<file path="src/design/sv32ptw_pkg.sv">
// Shared types and constants for the Sv32 page-table walker.
// No dependencies; imported by sv32_page_table_walker_unit.
package sv32ptw_pkg;

    localparam int unsigned VA_W    = 32;
    localparam int unsigned PTE_W   = 32;
    localparam int unsigned PPN_W   = 22;
    localparam int unsigned VPN_W   = 10;
    localparam int unsigned PADDR_W = 34;
    localparam int unsigned APB_AW  = 3;
    localparam int unsigned APB_DW  = 32;

    localparam logic [4:0] SHIFT_PAGE  = 5'd12;
    localparam logic [4:0] SHIFT_SUPER = 5'd22;

    // Register index, taken from paddr[2].
    localparam logic REG_ROOT_PPN = 1'b0;

    localparam logic OP_TRANSLATE = 1'b0;
    localparam logic OP_RESPONSE  = 1'b1;

    typedef enum logic [1:0] {
        PH_IDLE = 2'd0,
        PH_ROOT = 2'd1,
        PH_LEAF = 2'd2
    } phase_t;

    typedef enum logic [1:0] {
        KIND_READ  = 2'd0,
        KIND_DONE  = 2'd1,
        KIND_FAULT = 2'd2,
        KIND_BUSY  = 2'd3
    } kind_t;

    typedef enum logic [1:0] {
        CAUSE_INVALID    = 2'd0,
        CAUSE_NO_LEAF    = 2'd1,
        CAUSE_NO_READ    = 2'd2,
        CAUSE_MISALIGNED = 2'd3
    } cause_t;

endpackage

</file>
<file path="src/design/sv32_page_table_walker_unit.sv">
// A beat accepted on cmd is registered in the input stage, then in the result stage, and is
// presented on res from the result stage, where it can be taken when res is not stalled.
// Throughput: one command beat per cycle while res is not stalled.
// A response beat that arrives while no walk is in progress yields no result beat.
// Reset (rst_n low) returns the walk to idle, clears root_ppn and empties both stages.
// Top level of the Sv32 page-table walker: input stage, walk logic, result stage, APB port.
// Depends on sv32ptw_pkg.
module sv32_page_table_walker_unit
    import sv32ptw_pkg::*;
(
    input  logic                 clk,
    input  logic                 rst_n,
    // APB configuration port
    input  logic                 psel,
    input  logic                 penable,
    input  logic                 pwrite,
    input  logic [APB_AW-1:0]    paddr,
    input  logic [APB_DW-1:0]    pwdata,
    output logic [APB_DW-1:0]    prdata,
    output logic                 pready,
    // Command channel
    input  logic                 cmd_valid,
    output logic                 cmd_stall,
    input  logic                 operation,
    input  logic [VA_W-1:0]      virt_addr,
    input  logic [PTE_W-1:0]     pte_word,
    // Result channel
    output logic                 res_valid,
    input  logic                 res_stall,
    output logic [1:0]           result_kind,
    output logic [PADDR_W-1:0]   mem_addr,
    output logic [PPN_W-1:0]     phys_page,
    output logic [4:0]           page_shift,
    output logic [7:0]           pte_flags,
    output logic [1:0]           fault_cause
);

    // Configuration register
    logic [PPN_W-1:0] root_ppn_reg;

    // Input stage
    logic             s1_valid_reg;
    logic             s1_valid_next;
    logic             s1_op_reg;
    logic [VA_W-1:0]  s1_va_reg;
    logic [PTE_W-1:0] s1_pte_reg;

    // Walk state
    phase_t           phase_reg;
    phase_t           phase_next;
    logic [VPN_W-1:0] saved_vpn_reg;
    logic [VPN_W-1:0] saved_vpn_next;

    // Result stage
    logic               out_valid_reg;
    logic               out_valid_next;
    kind_t              kind_reg;
    kind_t              kind_next;
    logic [PADDR_W-1:0] addr_reg;
    logic [PADDR_W-1:0] addr_next;
    logic [PPN_W-1:0]   page_reg;
    logic [PPN_W-1:0]   page_next;
    logic [4:0]         shift_reg;
    logic [4:0]         shift_next;
    logic [7:0]         flags_reg;
    logic [7:0]         flags_next;
    cause_t             cause_reg;
    cause_t             cause_next;

    logic cmd_accept;
    logic s2_ready;
    logic s1_fire;
    logic has_result;
    logic busy;
    logic cfg_write;

    logic pte_v;
    logic pte_r;
    logic pte_w;
    logic pte_x;

    // ------------------------------------------------------------------
    // APB port
    // ------------------------------------------------------------------
    assign pready    = 1'b1;
    assign cfg_write = psel & penable & pwrite & pready;

    always_comb
    begin
        prdata = '0;
        if (paddr[2] == REG_ROOT_PPN)
        begin
            prdata = {{(APB_DW-PPN_W){1'b0}}, root_ppn_reg};
        end
    end

    always_ff @(posedge clk or negedge rst_n)
    begin
        if (!rst_n)
        begin
            root_ppn_reg <= '0;
        end
        else if (cfg_write && paddr[2] == REG_ROOT_PPN)
        begin
            root_ppn_reg <= pwdata[PPN_W-1:0];
        end
    end

    // ------------------------------------------------------------------
    // Handshake
    // ------------------------------------------------------------------
    assign s2_ready   = !out_valid_reg || !res_stall;
    assign s1_fire    = s1_valid_reg && s2_ready;
    assign cmd_stall  = s1_valid_reg && !s2_ready;
    assign cmd_accept = cmd_valid && !cmd_stall;

    always_comb
    begin
        s1_valid_next = s1_valid_reg;
        if (cmd_accept)
        begin
            s1_valid_next = 1'b1;
        end
        else if (s1_fire)
        begin
            s1_valid_next = 1'b0;
        end
    end

    always_ff @(posedge clk or negedge rst_n)
    begin
        if (!rst_n)
        begin
            s1_valid_reg <= 1'b0;
        end
        else
        begin
            s1_valid_reg <= s1_valid_next;
        end
    end

    always_ff @(posedge clk)
    begin
        if (cmd_accept)
        begin
            s1_op_reg  <= operation;
            s1_va_reg  <= virt_addr;
            s1_pte_reg <= pte_word;
        end
    end

    // ------------------------------------------------------------------
    // Walk logic
    // ------------------------------------------------------------------
    assign busy  = (phase_reg == PH_ROOT) || (phase_reg == PH_LEAF);
    assign pte_v = s1_pte_reg[0];
    assign pte_r = s1_pte_reg[1];
    assign pte_w = s1_pte_reg[2];
    assign pte_x = s1_pte_reg[3];

    always_comb
    begin
        phase_next     = phase_reg;
        saved_vpn_next = saved_vpn_reg;
        has_result     = 1'b0;
        kind_next      = KIND_READ;
        addr_next      = '0;
        page_next      = '0;
        shift_next     = '0;
        flags_next     = '0;
        cause_next     = CAUSE_INVALID;

        if (s1_fire)
        begin
            case (s1_op_reg)
                OP_TRANSLATE:
                begin
                    has_result = 1'b1;
                    if (busy)
                    begin
                        kind_next = KIND_BUSY;
                    end
                    else
                    begin
                        // The root PPN shifted by 12 leaves room for vpn1 * 4 below it.
                        kind_next      = KIND_READ;
                        addr_next      = {root_ppn_reg, s1_va_reg[31:22], 2'b00};
                        saved_vpn_next = s1_va_reg[21:12];
                        phase_next     = PH_ROOT;
                    end
                end
                OP_RESPONSE:
                begin
                    if (busy)
                    begin
                        has_result = 1'b1;
                        phase_next = PH_IDLE;
                        if (!pte_v || (pte_w && !pte_r))
                        begin
                            kind_next  = KIND_FAULT;
                            cause_next = CAUSE_INVALID;
                        end
                        else if (!pte_r && !pte_w && !pte_x)
                        begin
                            if (phase_reg == PH_ROOT)
                            begin
                                kind_next  = KIND_READ;
                                addr_next  = {s1_pte_reg[31:10], saved_vpn_reg, 2'b00};
                                phase_next = PH_LEAF;
                            end
                            else
                            begin
                                kind_next  = KIND_FAULT;
                                cause_next = CAUSE_NO_LEAF;
                            end
                        end
                        else if (!pte_r)
                        begin
                            kind_next  = KIND_FAULT;
                            cause_next = CAUSE_NO_READ;
                        end
                        else if (phase_reg == PH_ROOT)
                        begin
                            if (s1_pte_reg[19:10] != '0)
                            begin
                                kind_next  = KIND_FAULT;
                                cause_next = CAUSE_MISALIGNED;
                            end
                            else
                            begin
                                kind_next  = KIND_DONE;
                                page_next  = {{(PPN_W-12){1'b0}}, s1_pte_reg[31:20]};
                                shift_next = SHIFT_SUPER;
                                flags_next = s1_pte_reg[7:0];
                            end
                        end
                        else
                        begin
                            kind_next  = KIND_DONE;
                            page_next  = s1_pte_reg[31:10];
                            shift_next = SHIFT_PAGE;
                            flags_next = s1_pte_reg[7:0];
                        end
                    end
                end
                default:
                begin
                    has_result = 1'b0;
                end
            endcase
        end
    end

    always_ff @(posedge clk or negedge rst_n)
    begin
        if (!rst_n)
        begin
            phase_reg     <= PH_IDLE;
            saved_vpn_reg <= '0;
        end
        else
        begin
            phase_reg     <= phase_next;
            saved_vpn_reg <= saved_vpn_next;
        end
    end

    // ------------------------------------------------------------------
    // Result stage
    // ------------------------------------------------------------------
    always_comb
    begin
        out_valid_next = out_valid_reg;
        if (s2_ready)
        begin
            out_valid_next = s1_fire && has_result;
        end
    end

    always_ff @(posedge clk or negedge rst_n)
    begin
        if (!rst_n)
        begin
            out_valid_reg <= 1'b0;
        end
        else
        begin
            out_valid_reg <= out_valid_next;
        end
    end

    always_ff @(posedge clk)
    begin
        if (s1_fire && has_result)
        begin
            kind_reg  <= kind_next;
            addr_reg  <= addr_next;
            page_reg  <= page_next;
            shift_reg <= shift_next;
            flags_reg <= flags_next;
            cause_reg <= cause_next;
        end
    end

    assign res_valid   = out_valid_reg;
    assign result_kind = kind_reg;
    assign mem_addr    = addr_reg;
    assign phys_page   = page_reg;
    assign page_shift  = shift_reg;
    assign pte_flags   = flags_reg;
    assign fault_cause = cause_reg;

`ifndef NO_ASSERTIONS
    // A second-level read is only ever issued from the root level.
    a_leaf_after_root: assert property (@(posedge clk) disable iff (!rst_n)
        (phase_reg == PH_LEAF) |-> ($past(phase_reg) == PH_ROOT || $past(phase_reg) == PH_LEAF))
        else $error("walk entered second level without a root level");

    // A translate accepted while idle must start a walk.
    a_start_walk: assert property (@(posedge clk) disable iff (!rst_n)
        (s1_fire && s1_op_reg == OP_TRANSLATE && phase_reg == PH_IDLE)
            |=> (phase_reg == PH_ROOT))
        else $error("translate while idle did not start a walk");

    // A finished translation carries one of the two page sizes.
    a_done_shift: assert property (@(posedge clk) disable iff (!rst_n)
        (out_valid_reg && kind_reg == KIND_DONE)
            |-> (shift_reg == SHIFT_PAGE || shift_reg == SHIFT_SUPER))
        else $error("translation with bad page shift");

    // Fields that do not belong to the result kind stay zero.
    a_unused_zero: assert property (@(posedge clk) disable iff (!rst_n)
        (out_valid_reg && kind_reg != KIND_DONE)
            |-> (page_reg == '0 && flags_reg == '0 && shift_reg == '0))
        else $error("translation fields set on a non-done result");

    // The input stage stalls only behind a full, stalled result stage.
    a_stall_cause: assert property (@(posedge clk) disable iff (!rst_n)
        cmd_stall |-> (s1_valid_reg && out_valid_reg && res_stall))
        else $error("command stall without a blocked result");
`endif

endmodule

</file>
<file path="config.mk">
export PLATFORM = sky130hd
export DESIGN_NAME = sv32_page_table_walker_unit
export DESIGN_NICKNAME = d
export VERILOG_FILES = /design/src/design/sv32ptw_pkg.sv /design/src/design/sv32_page_table_walker_unit.sv
export SDC_FILE = /design/constraint.sdc
export NUM_CORES = 1
export LEC_CHECK = 0
export BUFFER_PORTS_ARGS = -buffer_cell sky130_fd_sc_hd__buf_2
export CAP_MARGIN = 20
export CORE_ASPECT_RATIO = 0.75
export CORE_MARGIN = 4
export CORE_UTILIZATION = 54
export DETAILED_ROUTE_END_ITERATION = 16
export GPL_TIMING_DRIVEN = 0
export PLACE_DENSITY = 0.85
export REMOVE_ABC_BUFFERS = 1
export SLEW_MARGIN = 20
export SYNTH_ARGS = -nofsm -noshare
export SYNTH_HDL_FRONTEND = slang
export SYNTH_SLANG_ARGS = --single-unit
</file>
<file path="constraint.sdc">
create_clock -name clk -period 6.9 [get_ports clk]
set_clock_uncertainty 0.2 [all_clocks]
set_input_delay 1.38 -clock clk [delete_from_list [all_inputs] [get_ports clk]]
set_output_delay 1.38 -clock clk [all_outputs]
set_load 0.005 [all_outputs]
</file>
# Word level (Yosys, flattened, before mapping)
# Cells that the tools add are included.
# classes
bitwise_logic	8
eq_ne	4
n_reduce_logical	26
muxes	38
# op_table
op	n
$mux 34	5
$pmux 34 s2	1
$mux 22	2
$mux 2	17
$mux 8	2
$mux 12	1
$reduce_bool 10->1	1
$logic_and 1x1->1	8
$logic_not 1->1	8
$pmux 2 s2	2
$reduce_or 7->1	1
$not 1->1	6
$reduce_and 3->1	2
$reduce_or 6->1	1
$mux 1	5
$mux 5	1
$mux 4	1
$reduce_or 4->1	1
$logic_or 1x1->1	3
$and 1x1->1	2
$eq 2x1->1 const B	1
$eq 2x2->1 const B	1
$ne 2x1->1 const B	1
$ne 2x2->1 const B	1
other kinds (2)	2
# totals
regBits	174

# Depth between registers and ports, before layout
# logic_depth
word_depth	8
mapped_depth	9
mapped_depth_nobuf	7

# Worst setup path before layout
# Ideal clock, no wire load.
# synth_timing
kind	input to register
startpoint	input port res_stall
endpoint	register cause_reg[0] (netlist: fault_cause[0]), enable pin
setup_ns	0.495
path_buffers	1
path_slack_ns	1.548
t_arrival_ns	4.657
path_stages	4
path_cell_list	nand2_1 nand2_1 clkbuf_1 nor2_1
# synth_between
elab_chain_len	5
# synth_rtl
item	line_no	text
from (decl)	sv32_page_table_walker_unit.sv:29	input logic res_stall,
$logic_not 1->1 (*)	sv32_page_table_walker_unit.sv:112	assign s2_ready = !out_valid_reg || !res_stall;
$logic_or 1x1->1 (*)	sv32_page_table_walker_unit.sv:112	
$logic_and 1x1->1 (*)	sv32_page_table_walker_unit.sv:113	assign s1_fire = s1_valid_reg && s2_ready;
$mux 1	sv32_page_table_walker_unit.sv:173	if (s1_fire)
$logic_and 1x1->1 (*)	sv32_page_table_walker_unit.sv:294	if (s1_fire && has_result)
to (signal assigned)	sv32_page_table_walker_unit.sv:301	cause_reg <= cause_next;
to (decl)	sv32_page_table_walker_unit.sv:67	cause_t cause_reg;
# Mark *: on every way between the ends. The rest lies on a longest branch, timed or not.
# A chain may end at the register's enable or synchronous reset.

# Final worst setup path
# layout_timing
startpoint	input port paddr[2]
endpoint	output port prdata[3]
# layout_between
elab_chain_len	1
# layout_rtl
item	line_no	text
from (decl)	sv32_page_table_walker_unit.sv:17	input logic [APB_AW-1:0] paddr,
$mux 22	sv32_page_table_walker_unit.sv:91	if (paddr[2] == REG_ROOT_PPN)
to (decl)	sv32_page_table_walker_unit.sv:19	output logic [APB_DW-1:0] prdata,
# Every way passes these cells.

==> impl_results.md <==
* Status: complete, no violations
* Total die area at 13500 um^2
* Slew headroom at 0.299
* Switching part of the total at 0.274
* Number of clock sinks at 155
* Top cells by area, synth: edfxtp_1, dfrtp_1, mux2_2
* DRC at 0
* R2r startpoint: phase_reg[0]
* Pre-antenna DRT Iters at 5
* Cells after Synth at 441
* TritonCTS clock tree: yes
* Comb power frac at 0.191
* Max-slew violations at 0
* Routed WL at 15200 um
* CTS Buffer Depth at 2
* R2R depth at 6
* Detailed-route via count at 4211
* CTS hold repair buffers at 0
* Worst-case vdd ir drop at 0.212 mV
* Max reg flops at 32
* Hold depth at 1
* Mux contribution to synthesized area at 0.0607
* Total CTS buffers at 17
* Post-route ant nets at 0
* Setup bufs post-CTS at 0
* GP Congestion at 0.798
* Die Wd at 133 um
* Tot GR Track Use at 0.226
* EDFF count, synth at 119
* Syn avg cell area at 14.3 um^2
* Area of the multi-input gates at 1620 um^2
* Global-route wire length before repair at 23300 um
* Boundary Pins at 215
* Startpoint class of the critical path: input port
* Antenna violations before repair at 0
* Maxcap violations at 0
* Power Internal at 1.99 mW
* HP Start: s1_va_reg[16]
* Worst R2R Setup Slack at 3.73 ns
* CP peak stage delay at 0.44 ns
* Clk_lat worst skew at 0.41 ns
* Pwr per Cell Area at 348 nW/um^2
* Clock power share at 0.339
* Area post-placement at 7290 um^2
* Post-synth top area cell: edfxtp_1
* Finished Cell Area at 7870 um^2
* Simple logic cell fraction of the synthesized area at 0.124
* Nets at 722
* Worst Path Required at 5.32 ns
* Post-DP HPWL at 10200 um
* CP delay by family, top: buffers and inverters
* Largest family of logic cells by synthesized area: simple AND/OR/NAND/NOR gates
* Number of global-route vias before repair at 4296
* Leading cell type by number of instances after synthesis: edfxtp_1
* Synthesized-area fraction occupied by xor and xnor cells at 0
* Fraction of registers with async set or reset after synthesis at 0.232
* Reg power frac at 0.470
* Synthesized flop and latch total at 155
* Fmax at 272 MHz
* Critical Path Slowest Stage Cell: buf_2
* P_sw at 750 uW
* Worst-path clk slew at 0.06 ns
* Reg2reg end: phys_page[12]
* Die H at 102 um
* Drt wl/cell at 19.4 um
* RSZ-0062 raised after global routing: no
* Post-Synth Adder-Cell Area at 0.00793
* Worst Hold Class: reg2reg
* Syn Std Cell Area at 6310 um^2
* Final hold violations at 0
* Worst hold margin at 0.280 ns
* H-tree depth at 4
* Initial Util at 0.564
* N_diodes at 0
* Final setup viols at 0
* Complex-gate fraction of the synthesized area at 0.0529
* Area Growth Syn to Fin at 24.8%
* First DRT Iteration DRCs at 298
* Cell Chain, Critical Path: buf_2 -> nor2b_1 -> buf_2
* GRT overflow at 0
* Sequential area share after synthesis at 0.709
* Worst Path Arrival at 2.10 ns
* Drt via density at 5.39
* Leak pwr at 3.22 nW
* Netlist cell types at 36
* CTS resizes at 0
* FILL cells at 779
* Fin crit period at 3.68 ns
* CP max FO at 23
* Area of the core at 11200 um^2
* Post-synth top flop: edfxtp_1
* Top post-synthesis cells by count: edfxtp_1, a21oi_1, nand3_1
* Tcrit/Tclk final at 0.533
* Most frequent CP cell: buf_2
* Worst Path Buf+Inv at 2
* Pin count of the biggest net entering global routing at 52
* Fraction of layout cells with a size suffix above 1 at 0.418
* Worst slew pin tran at 1.05 ns
* CP endpoint kind: output pin
* Synth Warn # at 0
* Synth top area share at 0.566
* IO buf count at 174
* FP Rows at 33
* FF+latch area at 4470 um^2
* Setup CP Type: in2out
* CTS Root Cell: clkbuf_16
* Worst Hold End: saved_vpn_reg[4]
[cell type report]
class | instances | share of cell area
inverter | 6 | 0.00302
sequential | 155 | 0.568
multi-input combinational | 252 | 0.206
clock buffer | 20 | 0.0555
clock inverter | 12 | 0.0191
timing repair buffer | 179 | 0.123
tap | 157 | 0.0249
[per-layer routing]
metal	global-route usage	part of all wire	up-vias	wire length, um
met5	0	0	-	0
met4	0.0623	0.0081	0	123
met3	0.0670	0.092	15	1400
met2	0.373	0.49	203	7480
met1	0.296	0.41	2088	6170
li1	-	-	1905	-
[per-stage QoR]
stage	setup TNS, ns	util	worst slack (ns)	std cells	total power, mW
2_1_floorplan	0	-	1.29	413	1.56
6_report	0	0.704	3.22	781	2.74
3_3_place_gp	-56.24	0.640	-0.832	744	1.78
4_1_cts	0	0.704	3.21	781	2.76
5_1_grt	0	0.704	3.14	781	2.87
3_5_place_dp	0	0.651	3.04	749	1.83
[power groups by stage]
stage / Combinational, mW / Clock [mW] / Sequential [mW]
finish: 0.523 / 0.930 / 1.29
global route: 0.575 / 0.987 / 1.30
CTS: 0.529 / 0.940 / 1.29
detailed placement: 0.525 / 0 / 1.30
global placement: 0.473 / 0 / 1.31
floorplan: 0.262 / 0 / 1.30
[worst reg2reg max path, delay by kind of cell, from the launching register on]
family / cells / cell delay, ns
AND/OR/NAND/NOR: 3 / 1.33
buffers and inverters: 1 / 0.45
adder cells (fa/ha/maj): 2 / 0.67
flip-flops: 1 / 0.38
[placed cells by master, fill, tap and decap left out, types with 2 or more instances in the layout]
cell        synthesis  final
mux2_2             34     34
or2b_1              2      2
nor2_4              0      2
clkinvlp_4          0      3
nor2_1             20     18
and2_1             11     10
bufinv_16           0      3
and4_2              1      2
buf_16              0      2
ha_1                4      4
conb_1              2     14
nand2b_1           12     12
edfxtp_1          119    119
a32oi_1            11     11
clkbuf_16           0     17
nand3_1            37     37
clkbuf_1            7      3
clkinv_4            0      2
inv_1               5      5
clkinv_2            0      5
nand2_1            26     25
a21oi_1            39     39
nor2b_1            22     22
buf_2              10    174
dfrtp_1            36     36
and2_2              6      6
[kinds of logic (layout without fill, tap and decap cells)]
kind of cell             Yosys count  in the layout
buffers and inverters             46            217
other                              2             14
AND/OR/NAND/NOR                  145            145
adder cells (fa/ha/maj)            4              4
flip-flops                       155            155
AO/OA/AOI/OAI                     55             55
multiplexers                      34             34
[worst max path at each step]
stage                     startpoint        endpoint  slack [ns]  depth (start not counted)
after floorplan            res_stall  fault_cause[0]        1.29                          3
after CTS                   paddr[2]       prdata[3]        3.21                          3
final                       paddr[2]       prdata[3]        3.22                          3
after global placement     res_stall    mem_addr[28]       -0.83                          4
after detailed placement   res_stall    mem_addr[24]        3.04                          6
after global routing        paddr[2]       prdata[9]        3.14                          3
(Power assumes the default switching activity.)
